--- src/design/crt_pkg.sv ---
`timescale 1ns / 1ps
// ============================================================================
// crt_pkg
// Shared types, widths and codes of the congruence solver.
// ============================================================================
package crt_pkg;

    // Field and datapath widths
    localparam int MOD_W  = 16;   // modulus field
    localparam int REM_W  = 32;   // remainder field
    localparam int SOL_W  = 63;   // solution field
    localparam int STAT_W = 2;    // status field
    localparam int PROD_W = 64;   // product of moduli, accumulator
    localparam int WIDE_W = PROD_W + MOD_W;  // plain product before range check

    // Parameter defaults
    localparam int MAX_TERMS_DEF    = 8;
    localparam int MODULUS_BITS_DEF = 16;

    // Status codes
    localparam logic [STAT_W-1:0] ST_OK       = 2'd0;
    localparam logic [STAT_W-1:0] ST_COPRIME  = 2'd1;
    localparam logic [STAT_W-1:0] ST_OVERFLOW = 2'd2;
    localparam logic [STAT_W-1:0] ST_ZERO     = 2'd3;

    // Input word
    typedef struct packed {
        logic [MOD_W-1:0]        modulus;
        logic signed [REM_W-1:0] remainder;
        logic                    last;
    } crt_in_t;

    // Output word
    typedef struct packed {
        logic [SOL_W-1:0]  solution;
        logic [STAT_W-1:0] status;
    } crt_out_t;

    // Datapath operations issued by the controller
    typedef enum logic [4:0] {
        OP_NONE,
        OP_LOAD,        // capture input word
        OP_ERR_ZERO,    // zero modulus seen
        OP_ERR_FULL,    // term beyond capacity
        OP_RED_START,   // start remainder reduction
        OP_PMUL_START,  // start product * modulus
        OP_STORE,       // store term, update product
        OP_SV_INIT,     // clear accumulator and term index
        OP_COF_START,   // start product / m_i
        OP_A_START,     // start cofactor / m_i
        OP_EU_INIT,     // set up extended Euclid
        OP_EUQ_START,   // start r0 / r1
        OP_EU_MUL,      // capture remainder, form q * t1
        OP_EUS_START,   // start (q * t1) mod m_i
        OP_EU_UPD,      // advance Euclid registers
        OP_ERR_COPRIME, // inverse does not exist
        OP_MM1_START,   // start cofactor * remainder mod n
        OP_MM2_START,   // start previous * inverse mod n
        OP_ACC,         // accumulate term, next index
        OP_DONE         // emit result, clear the set
    } crt_op_t;

    // Controller to datapath
    typedef struct packed {
        crt_op_t op;
    } crt_cmd_t;

    // Datapath to controller
    typedef struct packed {
        logic unit_busy;
        logic m_zero;
        logic full;
        logic last;
        logic err_any;
        logic idx_end;
        logic r1_zero;
        logic r0_one;
    } crt_stat_t;

endpackage

--- src/design/crt_div.sv ---
`timescale 1ns / 1ps
// ============================================================================
// crt_div
// Restoring divider, one quotient bit per cycle, 64- or 32-bit dividend.
// ============================================================================
module crt_div
    import crt_pkg::*;
(
    input  logic              clk,
    input  logic              rst_n,
    input  logic              start,
    input  logic              len64,
    input  logic [PROD_W-1:0] dividend,
    input  logic [MOD_W-1:0]  divisor,
    output logic              busy,
    output logic [PROD_W-1:0] quo,
    output logic [MOD_W-1:0]  rem
);

    localparam int CNT_W = $clog2(PROD_W + 1);

    logic [CNT_W-1:0]  cnt_reg, cnt_next;
    logic [PROD_W-1:0] quo_reg, quo_next;
    logic [MOD_W-1:0]  rem_reg, rem_next;
    logic [MOD_W-1:0]  dsr_reg, dsr_next;
    logic [MOD_W:0]    shifted;
    logic              ge;

    // one shift-subtract step
    always_comb
    begin
        shifted  = {rem_reg, quo_reg[PROD_W-1]};
        ge       = (shifted >= {1'b0, dsr_reg});
        cnt_next = cnt_reg;
        quo_next = quo_reg;
        rem_next = rem_reg;
        dsr_next = dsr_reg;
        if (start)
        begin
            dsr_next = divisor;
            rem_next = '0;
            if (len64)
            begin
                quo_next = dividend;
                cnt_next = CNT_W'(PROD_W);
            end
            else
            begin
                quo_next = {dividend[PROD_W/2-1:0], {(PROD_W/2){1'b0}}};
                cnt_next = CNT_W'(PROD_W / 2);
            end
        end
        else if (cnt_reg != '0)
        begin
            rem_next = ge ? MOD_W'(shifted - {1'b0, dsr_reg}) : shifted[MOD_W-1:0];
            quo_next = {quo_reg[PROD_W-2:0], ge};
            cnt_next = cnt_reg - 1'b1;
        end
    end

    always_ff @(posedge clk or negedge rst_n)
    begin
        if (!rst_n)
            cnt_reg <= '0;
        else
            cnt_reg <= cnt_next;
    end

    always_ff @(posedge clk)
    begin
        quo_reg <= quo_next;
        rem_reg <= rem_next;
        dsr_reg <= dsr_next;
    end

    assign busy = (cnt_reg != '0);
    assign quo  = quo_reg;
    assign rem  = rem_reg;

endmodule

--- src/design/crt_mop.sv ---
`timescale 1ns / 1ps
// ============================================================================
// crt_mop
// Shift-add multiplier, plain or modulo n, one multiplier bit per cycle.
// ============================================================================
module crt_mop
    import crt_pkg::*;
(
    input  logic              clk,
    input  logic              rst_n,
    input  logic              start,
    input  logic              mod_mode,
    input  logic [PROD_W-1:0] a,
    input  logic [MOD_W-1:0]  b,
    input  logic [PROD_W-1:0] n,
    output logic              busy,
    output logic [WIDE_W-1:0] prod
);

    localparam int CNT_W = $clog2(MOD_W + 1);

    logic [CNT_W-1:0]  cnt_reg, cnt_next;
    logic [WIDE_W-1:0] acc_reg, acc_next;
    logic [WIDE_W-1:0] a_reg, a_next;
    logic [MOD_W-1:0]  b_reg, b_next;
    logic [PROD_W-1:0] n_reg, n_next;
    logic              mode_reg, mode_next;
    logic [PROD_W:0]   msum, mdbl;

    // one multiplier bit per cycle, LSB first
    always_comb
    begin
        msum      = {1'b0, acc_reg[PROD_W-1:0]} + {1'b0, a_reg[PROD_W-1:0]};
        mdbl      = {a_reg[PROD_W-1:0], 1'b0};
        cnt_next  = cnt_reg;
        acc_next  = acc_reg;
        a_next    = a_reg;
        b_next    = b_reg;
        n_next    = n_reg;
        mode_next = mode_reg;
        if (start)
        begin
            acc_next  = '0;
            a_next    = WIDE_W'(a);
            b_next    = b;
            n_next    = n;
            mode_next = mod_mode;
            cnt_next  = CNT_W'(MOD_W);
        end
        else if (cnt_reg != '0)
        begin
            if (mode_reg)
            begin
                if (b_reg[0])
                    acc_next = WIDE_W'((msum >= {1'b0, n_reg}) ? msum - {1'b0, n_reg} : msum);
                a_next = WIDE_W'((mdbl >= {1'b0, n_reg}) ? mdbl - {1'b0, n_reg} : mdbl);
            end
            else
            begin
                if (b_reg[0])
                    acc_next = acc_reg + a_reg;
                a_next = {a_reg[WIDE_W-2:0], 1'b0};
            end
            b_next   = b_reg >> 1;
            cnt_next = cnt_reg - 1'b1;
        end
    end

    always_ff @(posedge clk or negedge rst_n)
    begin
        if (!rst_n)
            cnt_reg <= '0;
        else
            cnt_reg <= cnt_next;
    end

    always_ff @(posedge clk)
    begin
        acc_reg  <= acc_next;
        a_reg    <= a_next;
        b_reg    <= b_next;
        n_reg    <= n_next;
        mode_reg <= mode_next;
    end

    assign busy = (cnt_reg != '0);
    assign prod = acc_reg;

endmodule

--- src/design/crt_dpath.sv ---
`timescale 1ns / 1ps
// ============================================================================
// crt_dpath
// Term stores, product, accumulator, Euclid registers and arithmetic units.
// ============================================================================
module crt_dpath
    import crt_pkg::*;
#(
    parameter int MAX_TERMS    = MAX_TERMS_DEF,
    parameter int MODULUS_BITS = MODULUS_BITS_DEF
)
(
    input  logic      clk,
    input  logic      rst_n,
    input  crt_cmd_t  cmd,
    input  crt_in_t   item,
    output crt_stat_t stat,
    output logic      done,
    output crt_out_t  result
);

    localparam int CNT_W = $clog2(MAX_TERMS + 1);
    localparam int IDX_W = (MAX_TERMS > 1) ? $clog2(MAX_TERMS) : 1;
    localparam logic [MOD_W-1:0] MOD_MASK = (MODULUS_BITS >= MOD_W) ? {MOD_W{1'b1}}
                                          : MOD_W'((64'd1 << MODULUS_BITS) - 64'd1);

    // term stores
    logic [MOD_W-1:0] mst_reg [MAX_TERMS];
    logic [MOD_W-1:0] rst_reg [MAX_TERMS];

    logic [MOD_W-1:0]  m_reg, m_next;
    logic [REM_W-1:0]  src_reg, src_next;
    logic              last_reg, last_next;
    logic [CNT_W-1:0]  cnt_reg, cnt_next;
    logic [CNT_W-1:0]  idx_reg, idx_next;
    logic [STAT_W-1:0] err_reg, err_next;
    logic [PROD_W-1:0] prod_reg, prod_next;
    logic [PROD_W-1:0] acc_reg, acc_next;
    logic [MOD_W-1:0]  mi_reg, mi_next;
    logic [PROD_W-1:0] cof_reg, cof_next;
    logic [MOD_W-1:0]  r0_reg, r0_next, r1_reg, r1_next;
    logic [MOD_W-1:0]  t0_reg, t0_next, t1_reg, t1_next;
    logic [MOD_W-1:0]  r2_reg, r2_next;
    logic [2*MOD_W-1:0] pq_reg, pq_next;
    logic              done_reg, done_next;
    crt_out_t          res_reg, res_next;

    // unit hookup
    logic              dv_start, dv_len64, dv_busy;
    logic [PROD_W-1:0] dv_dividend, dv_quo;
    logic [MOD_W-1:0]  dv_divisor, dv_rem;
    logic              mo_start, mo_mod, mo_busy;
    logic [PROD_W-1:0] mo_a;
    logic [MOD_W-1:0]  mo_b;
    logic [WIDE_W-1:0] mo_prod;

    logic              wr_en;
    logic [MOD_W-1:0]  red_val, qm, neg_mag;
    logic [MOD_W:0]    tsum;
    logic [PROD_W:0]   asum;
    logic [IDX_W-1:0]  rd_idx, wr_idx;

    function automatic logic [STAT_W-1:0] raise(input logic [STAT_W-1:0] cur,
                                                input logic [STAT_W-1:0] code);
        raise = (code > cur) ? code : cur;
    endfunction

    assign rd_idx = idx_reg[IDX_W-1:0];
    assign wr_idx = cnt_reg[IDX_W-1:0];

    crt_div u_div (
        .clk      (clk),
        .rst_n    (rst_n),
        .start    (dv_start),
        .len64    (dv_len64),
        .dividend (dv_dividend),
        .divisor  (dv_divisor),
        .busy     (dv_busy),
        .quo      (dv_quo),
        .rem      (dv_rem)
    );

    crt_mop u_mop (
        .clk      (clk),
        .rst_n    (rst_n),
        .start    (mo_start),
        .mod_mode (mo_mod),
        .a        (mo_a),
        .b        (mo_b),
        .n        (prod_reg),
        .busy     (mo_busy),
        .prod     (mo_prod)
    );

    // operation decode
    always_comb
    begin
        neg_mag  = dv_rem;
        red_val  = src_reg[REM_W-1] ? ((neg_mag == '0) ? '0 : m_reg - neg_mag) : dv_rem;
        qm       = (dv_quo[MOD_W-1:0] == mi_reg) ? '0 : dv_quo[MOD_W-1:0];
        tsum     = {1'b0, t0_reg} + {1'b0, mi_reg} - {1'b0, dv_rem};
        asum     = {1'b0, acc_reg} + {1'b0, mo_prod[PROD_W-1:0]};

        m_next    = m_reg;
        src_next  = src_reg;
        last_next = last_reg;
        cnt_next  = cnt_reg;
        idx_next  = idx_reg;
        err_next  = err_reg;
        prod_next = prod_reg;
        acc_next  = acc_reg;
        mi_next   = mi_reg;
        cof_next  = cof_reg;
        r0_next   = r0_reg;
        r1_next   = r1_reg;
        t0_next   = t0_reg;
        t1_next   = t1_reg;
        r2_next   = r2_reg;
        pq_next   = pq_reg;
        done_next = 1'b0;
        res_next  = res_reg;
        wr_en     = 1'b0;

        dv_start    = 1'b0;
        dv_len64    = 1'b0;
        dv_dividend = '0;
        dv_divisor  = mi_reg;
        mo_start    = 1'b0;
        mo_mod      = 1'b1;
        mo_a        = cof_reg;
        mo_b        = rst_reg[rd_idx];

        case (cmd.op)
            OP_NONE: ;
            OP_LOAD:
            begin
                m_next    = item.modulus & MOD_MASK;
                src_next  = item.remainder;
                last_next = item.last;
            end
            OP_ERR_ZERO: err_next = raise(err_reg, ST_ZERO);
            OP_ERR_FULL: err_next = raise(err_reg, ST_OVERFLOW);
            OP_RED_START:
            begin
                dv_start    = 1'b1;
                dv_dividend = src_reg[REM_W-1]
                    ? PROD_W'(REM_W'(33'h1_0000_0000 - {1'b0, src_reg}))
                    : PROD_W'(src_reg);
                dv_divisor  = m_reg;
            end
            OP_PMUL_START:
            begin
                mo_start = 1'b1;
                mo_mod   = 1'b0;
                mo_a     = prod_reg;
                mo_b     = m_reg;
            end
            OP_STORE:
            begin
                wr_en    = 1'b1;
                cnt_next = cnt_reg + 1'b1;
                if (mo_prod[WIDE_W-1:SOL_W] != '0)
                    err_next = raise(err_reg, ST_OVERFLOW);
                else
                    prod_next = mo_prod[PROD_W-1:0];
            end
            OP_SV_INIT:
            begin
                acc_next = '0;
                idx_next = '0;
            end
            OP_COF_START:
            begin
                mi_next     = mst_reg[rd_idx];
                dv_start    = 1'b1;
                dv_len64    = 1'b1;
                dv_dividend = prod_reg;
                dv_divisor  = mst_reg[rd_idx];
            end
            OP_A_START:
            begin
                cof_next    = dv_quo;
                dv_start    = 1'b1;
                dv_len64    = 1'b1;
                dv_dividend = dv_quo;
            end
            OP_EU_INIT:
            begin
                r0_next = mi_reg;
                r1_next = dv_rem;
                t0_next = '0;
                t1_next = (mi_reg == MOD_W'(1)) ? '0 : MOD_W'(1);
            end
            OP_EUQ_START:
            begin
                dv_start    = 1'b1;
                dv_dividend = PROD_W'(r0_reg);
                dv_divisor  = r1_reg;
            end
            OP_EU_MUL:
            begin
                r2_next = dv_rem;
                pq_next = qm * t1_reg;
            end
            OP_EUS_START:
            begin
                dv_start    = 1'b1;
                dv_dividend = PROD_W'(pq_reg);
            end
            OP_EU_UPD:
            begin
                r0_next = r1_reg;
                r1_next = r2_reg;
                t0_next = t1_reg;
                t1_next = (tsum >= {1'b0, mi_reg}) ? MOD_W'(tsum - {1'b0, mi_reg})
                                                   : tsum[MOD_W-1:0];
            end
            OP_ERR_COPRIME: err_next = raise(err_reg, ST_COPRIME);
            OP_MM1_START:   mo_start = 1'b1;
            OP_MM2_START:
            begin
                mo_start = 1'b1;
                mo_a     = mo_prod[PROD_W-1:0];
                mo_b     = t0_reg;
            end
            OP_ACC:
            begin
                acc_next = PROD_W'((asum >= {1'b0, prod_reg}) ? asum - {1'b0, prod_reg}
                                                               : asum);
                idx_next = idx_reg + 1'b1;
            end
            OP_DONE:
            begin
                done_next         = 1'b1;
                res_next.solution = (err_reg == ST_OK) ? acc_reg[SOL_W-1:0] : '0;
                res_next.status   = err_reg;
                cnt_next  = '0;
                prod_next = PROD_W'(1);
                acc_next  = '0;
                err_next  = ST_OK;
            end
            default: ;
        endcase
    end

    // control state
    always_ff @(posedge clk or negedge rst_n)
    begin
        if (!rst_n)
        begin
            cnt_reg  <= '0;
            idx_reg  <= '0;
            err_reg  <= ST_OK;
            prod_reg <= PROD_W'(1);
            acc_reg  <= '0;
            done_reg <= 1'b0;
        end
        else
        begin
            cnt_reg  <= cnt_next;
            idx_reg  <= idx_next;
            err_reg  <= err_next;
            prod_reg <= prod_next;
            acc_reg  <= acc_next;
            done_reg <= done_next;
        end
    end

    // payload registers
    always_ff @(posedge clk)
    begin
        m_reg    <= m_next;
        src_reg  <= src_next;
        last_reg <= last_next;
        mi_reg   <= mi_next;
        cof_reg  <= cof_next;
        r0_reg   <= r0_next;
        r1_reg   <= r1_next;
        t0_reg   <= t0_next;
        t1_reg   <= t1_next;
        r2_reg   <= r2_next;
        pq_reg   <= pq_next;
        res_reg  <= res_next;
        if (wr_en)
        begin
            mst_reg[wr_idx] <= m_reg;
            rst_reg[wr_idx] <= red_val;
        end
    end

    // status to controller
    always_comb
    begin
        stat.unit_busy = dv_busy | mo_busy;
        stat.m_zero    = (m_reg == '0);
        stat.full      = (cnt_reg == CNT_W'(MAX_TERMS));
        stat.last      = last_reg;
        stat.err_any   = (err_reg != ST_OK);
        stat.idx_end   = (idx_reg == cnt_reg);
        stat.r1_zero   = (r1_reg == '0);
        stat.r0_one    = (r0_reg == MOD_W'(1));
    end

    assign done   = done_reg;
    assign result = res_reg;

endmodule

--- src/design/crt_ctrl.sv ---
`timescale 1ns / 1ps
// ============================================================================
// crt_ctrl
// Sequencer: load steps per word, then per-term cofactor, inverse, accumulate.
// ============================================================================
module crt_ctrl
    import crt_pkg::*;
(
    input  logic      clk,
    input  logic      rst_n,
    input  logic      start,
    input  crt_stat_t stat,
    output crt_cmd_t  cmd,
    output logic      busy
);

    typedef enum logic [14:0] {
        S_IDLE  = 15'b000000000000001,
        S_LCHK  = 15'b000000000000010,
        S_LDIV  = 15'b000000000000100,
        S_LMUL  = 15'b000000000001000,
        S_LEND  = 15'b000000000010000,
        S_STERM = 15'b000000000100000,
        S_SCOF  = 15'b000000001000000,
        S_SA    = 15'b000000010000000,
        S_ETEST = 15'b000000100000000,
        S_EQ    = 15'b000001000000000,
        S_EM    = 15'b000010000000000,
        S_ES    = 15'b000100000000000,
        S_M1    = 15'b001000000000000,
        S_M2    = 15'b010000000000000,
        S_OUT   = 15'b100000000000000
    } state_t;

    state_t state_reg, state_next;

    // next state and command
    always_comb
    begin
        state_next = state_reg;
        cmd.op     = OP_NONE;
        case (state_reg)
            S_IDLE:
                if (start)
                begin
                    cmd.op     = OP_LOAD;
                    state_next = S_LCHK;
                end
            S_LCHK:
                if (stat.m_zero)
                begin
                    cmd.op     = OP_ERR_ZERO;
                    state_next = S_LEND;
                end
                else if (stat.full)
                begin
                    cmd.op     = OP_ERR_FULL;
                    state_next = S_LEND;
                end
                else
                begin
                    cmd.op     = OP_RED_START;
                    state_next = S_LDIV;
                end
            S_LDIV:
                if (!stat.unit_busy)
                begin
                    cmd.op     = OP_PMUL_START;
                    state_next = S_LMUL;
                end
            S_LMUL:
                if (!stat.unit_busy)
                begin
                    cmd.op     = OP_STORE;
                    state_next = S_LEND;
                end
            S_LEND:
                if (stat.last)
                begin
                    cmd.op     = OP_SV_INIT;
                    state_next = S_STERM;
                end
                else
                    state_next = S_IDLE;
            S_STERM:
                if (stat.err_any || stat.idx_end)
                    state_next = S_OUT;
                else
                begin
                    cmd.op     = OP_COF_START;
                    state_next = S_SCOF;
                end
            S_SCOF:
                if (!stat.unit_busy)
                begin
                    cmd.op     = OP_A_START;
                    state_next = S_SA;
                end
            S_SA:
                if (!stat.unit_busy)
                begin
                    cmd.op     = OP_EU_INIT;
                    state_next = S_ETEST;
                end
            S_ETEST:
                if (!stat.r1_zero)
                begin
                    cmd.op     = OP_EUQ_START;
                    state_next = S_EQ;
                end
                else if (!stat.r0_one)
                begin
                    cmd.op     = OP_ERR_COPRIME;
                    state_next = S_OUT;
                end
                else
                begin
                    cmd.op     = OP_MM1_START;
                    state_next = S_M1;
                end
            S_EQ:
                if (!stat.unit_busy)
                begin
                    cmd.op     = OP_EU_MUL;
                    state_next = S_EM;
                end
            S_EM:
            begin
                cmd.op     = OP_EUS_START;
                state_next = S_ES;
            end
            S_ES:
                if (!stat.unit_busy)
                begin
                    cmd.op     = OP_EU_UPD;
                    state_next = S_ETEST;
                end
            S_M1:
                if (!stat.unit_busy)
                begin
                    cmd.op     = OP_MM2_START;
                    state_next = S_M2;
                end
            S_M2:
                if (!stat.unit_busy)
                begin
                    cmd.op     = OP_ACC;
                    state_next = S_STERM;
                end
            S_OUT:
            begin
                cmd.op     = OP_DONE;
                state_next = S_IDLE;
            end
            default: state_next = S_IDLE;
        endcase
    end

    always_ff @(posedge clk or negedge rst_n)
    begin
        if (!rst_n)
            state_reg <= S_IDLE;
        else
            state_reg <= state_next;
    end

    assign busy = (state_reg != S_IDLE);

endmodule

--- src/design/crt_congruence_solver_unit.sv ---
`timescale 1ns / 1ps
// ============================================================================
// crt_congruence_solver_unit
// Chinese remainder solver over a streamed set of congruences.
// ============================================================================
// A word is taken when start is high and busy is low. Each word keeps busy
// high while a 32-bit divide reduces the remainder and a shift-add multiply
// checks the product of the moduli; the next word is taken only after that.
// The word marked last adds the solve: per term two 64-bit divides (cofactor
// and its residue), an extended Euclid of k steps of two 32-bit divides
// each, and two modular multiplies. The divider is the limiting unit.
// The result word is shown on result for exactly one cycle with done high,
// once the solve finishes; the receiver cannot stall it and must take it in
// that cycle. busy stays high from the accepted word until the block is
// free again.
// ============================================================================
module crt_congruence_solver_unit
    import crt_pkg::*;
#(
    parameter int MAX_TERMS    = MAX_TERMS_DEF,
    parameter int MODULUS_BITS = MODULUS_BITS_DEF
)
(
    input  logic     clk,
    input  logic     rst_n,
    input  logic     start,
    output logic     busy,
    input  crt_in_t  item,
    output logic     done,
    output crt_out_t result
);

    crt_cmd_t  cmd;
    crt_stat_t stat;

    crt_ctrl u_ctrl (
        .clk   (clk),
        .rst_n (rst_n),
        .start (start),
        .stat  (stat),
        .cmd   (cmd),
        .busy  (busy)
    );

    crt_dpath #(
        .MAX_TERMS    (MAX_TERMS),
        .MODULUS_BITS (MODULUS_BITS)
    ) u_dpath (
        .clk    (clk),
        .rst_n  (rst_n),
        .cmd    (cmd),
        .item   (item),
        .stat   (stat),
        .done   (done),
        .result (result)
    );

endmodule
--- config.mk ---
export PLATFORM = sky130hd
export DESIGN_NAME = crt_congruence_solver_unit
export DESIGN_NICKNAME = d
export VERILOG_FILES = /design/src/design/crt_pkg.sv /design/src/design/crt_div.sv /design/src/design/crt_mop.sv /design/src/design/crt_dpath.sv /design/src/design/crt_ctrl.sv /design/src/design/crt_congruence_solver_unit.sv
export SDC_FILE = /design/constraint.sdc
export NUM_CORES = 2
export LEC_CHECK = 0
export BUFFER_PORTS_ARGS = -buffer_cell sky130_fd_sc_hd__buf_4
export CAP_MARGIN = 20
export CELL_PAD_IN_SITES_DETAIL_PLACEMENT = 0
export CELL_PAD_IN_SITES_GLOBAL_PLACEMENT = 1
export CORE_ASPECT_RATIO = 0.8
export CORE_UTILIZATION = 50
export DETAILED_ROUTE_END_ITERATION = 16
export PLACE_DENSITY = 0.89
export RECOVER_POWER = 50
export SLEW_MARGIN = 20
export SYNTH_ARGS = -nofsm -noshare
export SYNTH_HDL_FRONTEND = slang
export SYNTH_HIERARCHICAL = 1
export SYNTH_SLANG_ARGS = --single-unit
--- constraint.sdc ---
create_clock -name clk -period 32.2 [get_ports clk]
set_input_delay 8.05 -clock clk [delete_from_list [all_inputs] [get_ports clk]]
set_output_delay 8.05 -clock clk [all_outputs]
set_load 0.02 [all_outputs]
# Word-level counts from Yosys, hierarchy flattened
# Memory sizes are Yosys's and may differ from the RTL's.
# Cells that the tools add are included.
[word_totals]
ram_bits = 256
reg_bits = 809
memories = 2
input_bits = 52
[classes]
mul = 1
n_eq_ne = 53
reduce_logical = 26
magnitude_cmp = 8
n_mux = 83
bitwise_logic = 1
n_addsub = 16
[mem_list]
columns = ["memory", "depth", "word_bits", "rd", "rd_ports_with_merged_regs", "write_ports", "line", "rtl"]
rows = [
  ["u_dpath.mst_reg", 8, 16, 1, 0, 1, "crt_dpath.sv:28", "logic [MOD_W-1:0] mst_reg [MAX_TERMS];"],
  ["u_dpath.rst_reg", 8, 16, 1, 0, 1, "crt_dpath.sv:29", "logic [MOD_W-1:0] rst_reg [MAX_TERMS];"],
]
[ops]
columns = ["operator", "count"]
rows = [
  ["$mux 80", 6],
  ["$mux 64", 7],
  ["$pmux 64 s2", 3],
  ["$pmux 64 s5", 1],
  ["$ge 65x64->1", 3],
  ["$pmux 15 s13", 1],
  ["$mux 15", 12],
  ["$pmux 16 s2", 5],
  ["$sub 65x64->66", 2],
  ["$add 64x64->65", 2],
  ["$mux 16", 7],
  ["$add 80x80->80", 1],
  ["$pmux 5 s15", 1],
  ["$sub 64x64->64", 1],
  ["$logic_not 16->1", 3],
  ["$pmux 16 s3", 1],
  ["$sub 16x16->16", 3],
  ["$eq 5x4->1 const B", 8],
  ["$mux 5", 8],
  ["$ge 17x16->1", 2],
  ["$eq 16x1->1 const B", 2],
  ["$mul 16x16->32", 1],
  ["$mux 32", 1],
  ["$sub 1x32->32 const A", 1],
  ["other kinds (54)", 106],
]

# Logic depth before layout (Yosys ltp)
[logic_depth]
word_depth = 9
depth_mapped = 30
mapped_depth_nobuf = 28

# Cells and area by module
# Netlist, hierarchy kept.
[by_module_without_submodules]
columns = ["module", "area_each_um2", "cells_each", "instances"]
rows = [
  ["crt_dpath", 48263.8, 4595, 1],
  ["crt_mop", 22629.2, 2758, 1],
  ["crt_div", 5251.3, 469, 1],
  ["crt_ctrl", 1091.0, 132, 1],
]

# Worst setup path after synthesis
# OpenSTA, ideal clock, no wires.
[synth_timing]
kind = "input to register"
start = "in start"
end = "reg u_dpath.u_mop.a_reg[0], enable pin"
required_time_ns = 31.759
arrival_time_ns = 16.542
stages = 11
setup_slack_ns = 15.217
setup_ns = 0.441
path_buffers = 4
path_cell_list = "a32oi_1 > o2111ai_1 > clkbuf_1 > nand2_1 > or2_2 > a211oi_1 > clkbuf_1 > inv_1 > clkbuf_8 > clkbuf_1 > nand2_1"
[synth_rtl]
columns = ["item", "line", "rtl"]
rows = [
  ["start: declaration", "crt_congruence_solver_unit.sv:26", "input logic start,"],
  ["end signal: assignment", "crt_mop.sv:80", "a_reg <= a_next;"],
  ["end: declaration", "crt_mop.sv:24", "logic [WIDE_W-1:0] a_reg, a_next;"],
]

==> results.txt <==
The number of pins exceeding their max-slew limit in the final report came to 906. The fraction of layout cells with a size suffix above 1 came out at 5.99%. The placed cell count is 9,759. The setup clock skew after layout came out at 0.103 ns. The number of failing hold endpoints at the final stage was 0. The routed length on met3 came out at 29.4 mm. The starting DRC count in detailed routing is 9,157. The share of total power dissipated in combinational logic is 64.0%. The DRC violation count after routing is 0. The die area came out at 0.156 mm^2.

The synthesized design spends more area on one cell type than any other, namely sky130_fd_sc_hd__edfxtp_1. The power density of the placed cells is 119 mW/mm^2. The via count of the first global-routing pass came out at 60,400. The buffer cell driving the clock tree root is sky130_fd_sc_hd__clkbuf_16. At the pin with the least slew margin, the transition time is 4.82 ns.

The internal power came out at 0.00499 W. The average footprint of a synthesized cell came out at 9.71 um^2. The power share of the clock group is 13.9%. The flow ran to the end, but the final reports show violations.

The clock tree synthesis step divided the H-tree into 3 levels. The worst setup path is captured at a flop. Buffers placed on the I/O ports in this run total 118. The sequential share of power came out at 22.1%. The headroom to the max-slew limit came out at -222%.

The width of the die is 441 um. The global-route congestion overflow total came out at 0. In this run the power spent charging and discharging nets is 0.00491 W. When the netlist entered floorplanning its net count stood at 8,733. The share of the synthesized area in the top cell type is 30.6%. The synthesis-stage register bit count came out at 1,065. The clock tree from TritonCTS is built. The post-cts hold buffer count is 0. After synthesis, the largest family of logic cells by area is compound AO/OA/AOI/OAI gates.

The final cell count without fillers is 9,970. The uppermost metal layer occupied by signal nets is met5. The number of antenna violations at the first check in global routing is 5. The reported leakage power is 34.8 nW. The synthesized netlist occupies a cell area of 0.0772 mm^2.

The buffer depth of the longest clock path is 3. The setup path with the least slack is of type in2reg. Data on the critical path arrives at its endpoint at 14.63 ns. The required time at the endpoint of the critical path came out at 32.58 ns. The sum of negative setup slack is 0 ns.

The gate count after technology mapping came out at 7,954. The clock transition at the registers of the reported paths is 0.06 ns. The final net count is 8,636. The number of buffers added for setup after CTS is 0. After Yosys synthesis, full adders, half adders and majority gates account for 13.9% of the synthesized area.

The wire length per cell came out at 27.3 um. The region available for standard cell placement spans 0.153 mm^2. The number of vias after detailed routing came out at 64,500. The height of the die is 354 um. Subtracting the final worst setup slack from the clock period gives 14.25 ns.

The maximum number of pins on one net before global-route repair came out at 109. Once the floorplan was initialized, standard cells occupied 50.6% of the core. The total routed wire length on the met1 layer is 117 mm. The post-detailed-route via-to-cell ratio is 6.47. The area fraction in and, or, nand and nor cells after synthesis is 13.4%.

The worst-case IR drop observed on VDD is 0.0966 mV. The HPWL reported at the end of detailed placement came out at 207 mm. The number of endpoints failing setup at the final stage came out at 0. Setup repair after global routing left no endpoint under its margin. The pre-antenna-repair detailed-routing pass consisted of 10 iterations.

Static timing analysis puts the maximum clock frequency at 70.2 MHz. The synthesized netlist devotes 19.2% of its cell area to compound gates. The number of nets still failing antenna checks after routing is 0. Sequential cells were found to cover 38.9% of the synthesized design area. The synthesis warning total came out at 6.

The worst min-delay path category is reg2reg. The max-capacitance violation count is 14. After synthesis, the cell types taking the most area are sky130_fd_sc_hd__edfxtp_1 (31%), sky130_fd_sc_hd__ha_1 (8.2%), sky130_fd_sc_hd__fa_1 (5.7%).

The total number of clock tree sinks came out at 1,065. The number of standard-cell rows in the floorplan is 128. Of the total synthesized cell area, the portion taken by XOR and XNOR cells is 5.18%. The number of distinct standard cells referenced by the synthesized netlist is 114.

The fraction of power spent switching nets is 49.6%. The routed wire length on met2 came out at 114 mm. The final reports fail on capacitance limit, slew limit.

Of all flip-flops after synthesis, the portion carrying an async set or reset was 15.6%. The clock insertion delay at the later pin of the skew report is 0.85 ns. The most used flip-flop cell after synthesis is sky130_fd_sc_hd__edfxtp_1. The share of the clock period used by the worst path after layout is 44.2%. STA classifies the critical path startpoint as an input port. The number of fill cells came out at 13,500. The wire length of the first global-routing pass came out at 399 mm.

The count of flip-flops with a built-in enable after synthesis came out at 787. The quantity of gates resized following cts came out at 0. The area overhead of the layout relative to synthesis is 7.82%. For this design the top-level I/O count stands at 119. The multiplexer share of the synthesized area is 4.31%.

The TritonCTS buffer count is 109. The final layout contains routed wiring with a total length of 272 mm. The global placement routability congestion came out at 0.995. Global routing consumed, over all layers together, 34.2% of the routing resources. The maximum net fanout on the critical path came out at 101.
worst max-delay path, stage by stage:
cell and delay, ns:
sky130_fd_sc_hd__clkbuf_1 0.12, sky130_fd_sc_hd__a32oi_1 0.11, sky130_fd_sc_hd__o2111ai_2 0.22, sky130_fd_sc_hd__clkbuf_1 0.76
sky130_fd_sc_hd__a211oi_1 0.19, sky130_fd_sc_hd__nor3_2 0.20, sky130_fd_sc_hd__clkbuf_1 3.38, sky130_fd_sc_hd__nor2_1 0.64
sky130_fd_sc_hd__inv_2 0.17, sky130_fd_sc_hd__buf_4 0.69
cells by family after synthesis:
| logic type | Yosys count |
|---|---|
| DFF | 1065 |
| and+or+nand+nor | 2187 |
| buffers and inverters | 999 |
| adders and majority gates | 727 |
| xor gates and xnor gates | 457 |
| AOI/OAI and AO/OA | 2271 |
| muxes | 248 |
Yosys cell counts (all sizes together), types with 17 or more instances:
library cell  number
a211oi            60
a21boi            21
a21o             258
a21oi            591
a221o             22
a222oi            34
a22o              69
a22oi            114
a31oi             79
a41oi             23
and2             130
and3             174
and4              17
buf               67
clkbuf           360
dfrtp            164
dfxtp            112
edfxtp           787
fa               218
ha               509
inv              571
mux2              36
mux2i            148
mux4              64
nand2            862
nand2b            37
nand3            115
nand4             92
nor2             436
nor2b             62
nor3              88
nor4              67
o211a             18
o211ai            40
o21a              54
o21ai            516
o21bai            97
o22ai             22
o31ai            107
or2               21
or3               24
or4               25
xnor2            251
xor2             206
final cells by class:
cell class | instances | area, um^2 | share of cell area, %
multi-input combinational | 5890 | 43500 | 52.2
tap | 2015 | 2520 | 3.03
antenna | 6 | 15.0 | 0.0180
clock inverter | 59 | 882 | 1.06
clock buffer | 144 | 2960 | 3.56
inverter | 571 | 2150 | 2.58
timing repair buffer | 220 | 1250 | 1.50
sequential | 1065 | 30000 | 36.1
cells in the final DEF, fill, tap and decap left out, types with 112 or more instances in the layout:
| master | netlist | final |
|---|---|---|
| sky130_fd_sc_hd__nand2_1 | 861 | 860 |
| sky130_fd_sc_hd__xor2_1 | 206 | 206 |
| sky130_fd_sc_hd__inv_1 | 570 | 568 |
| sky130_fd_sc_hd__xnor2_1 | 251 | 251 |
| sky130_fd_sc_hd__mux2i_1 | 148 | 148 |
| sky130_fd_sc_hd__o21ai_0 | 486 | 486 |
| sky130_fd_sc_hd__and3_1 | 172 | 171 |
| sky130_fd_sc_hd__a21oi_1 | 588 | 588 |
| sky130_fd_sc_hd__nor2_1 | 434 | 423 |
| sky130_fd_sc_hd__ha_1 | 509 | 509 |
| sky130_fd_sc_hd__a21o_1 | 257 | 257 |
| sky130_fd_sc_hd__clkbuf_1 | 355 | 139 |
| sky130_fd_sc_hd__a22oi_1 | 114 | 114 |
| sky130_fd_sc_hd__dfxtp_1 | 112 | 112 |
| sky130_fd_sc_hd__fa_1 | 218 | 218 |
| sky130_fd_sc_hd__dfrtp_1 | 164 | 161 |
| sky130_fd_sc_hd__nand3_1 | 115 | 115 |
| sky130_fd_sc_hd__edfxtp_1 | 787 | 787 |
power by group through the flow:
stage	logic, W	clock network [W]	registers, W
global route	0.00688	0.00144	0.00219
CTS	0.00618	0.00139	0.00216
finish	0.00634	0.00137	0.00219
floorplan	0.00467	0	0.00200
detailed placement	0.00613	0	0.00219
global placement	0.00613	0	0.00218
through the flow:
step	worst slack (ns)	hold WS [ns]	instance area [um^2]	total power [W]	util (%)
after global placement	19.86	0.467	79800	0.00832	52.3
final	17.95	0.490	83300	0.00990	54.5
after floorplan	15.22	0.451	77200	0.00667	-
after global routing	17.37	0.504	83300	0.0105	54.5
after detailed placement	19.74	0.471	79800	0.00832	52.3
after CTS	20.56	0.488	83700	0.00972	54.8
final timing paths:
| check | start | end | slack [ns] | depth (start not counted) |
|---|---|---|---|---|
| max in group asynchronous | rst_n | u_dpath/idx_reg[0] | 18.52 | 2 |
| min in group asynchronous | rst_n | u_dpath/done | 8.43 | 1 |
| setup reg to reg | u_dpath/u_div/quo[4] | u_dpath/pq_reg[31] | 20.03 | 26 |
| hold reg to reg | u_dpath/u_mop/a_reg[67] | u_dpath/u_mop/a_reg[68] | 0.49 | 2 |
| hold / removal | u_dpath/u_mop/a_reg[67] | u_dpath/u_mop/a_reg[68] | 0.49 | 2 |
| setup / recovery | start | u_dpath/u_div/quo[31] | 17.95 | 10 |
routing by layer:
metal  global-route usage, %  up-vias
li1                        -    28800
met1                    50.6    31500
met2                    49.4     3664
met3                    6.59      490
met4                    12.5        4
met5                       0        -
Note: power is estimated with default switching activity, not from simulation.
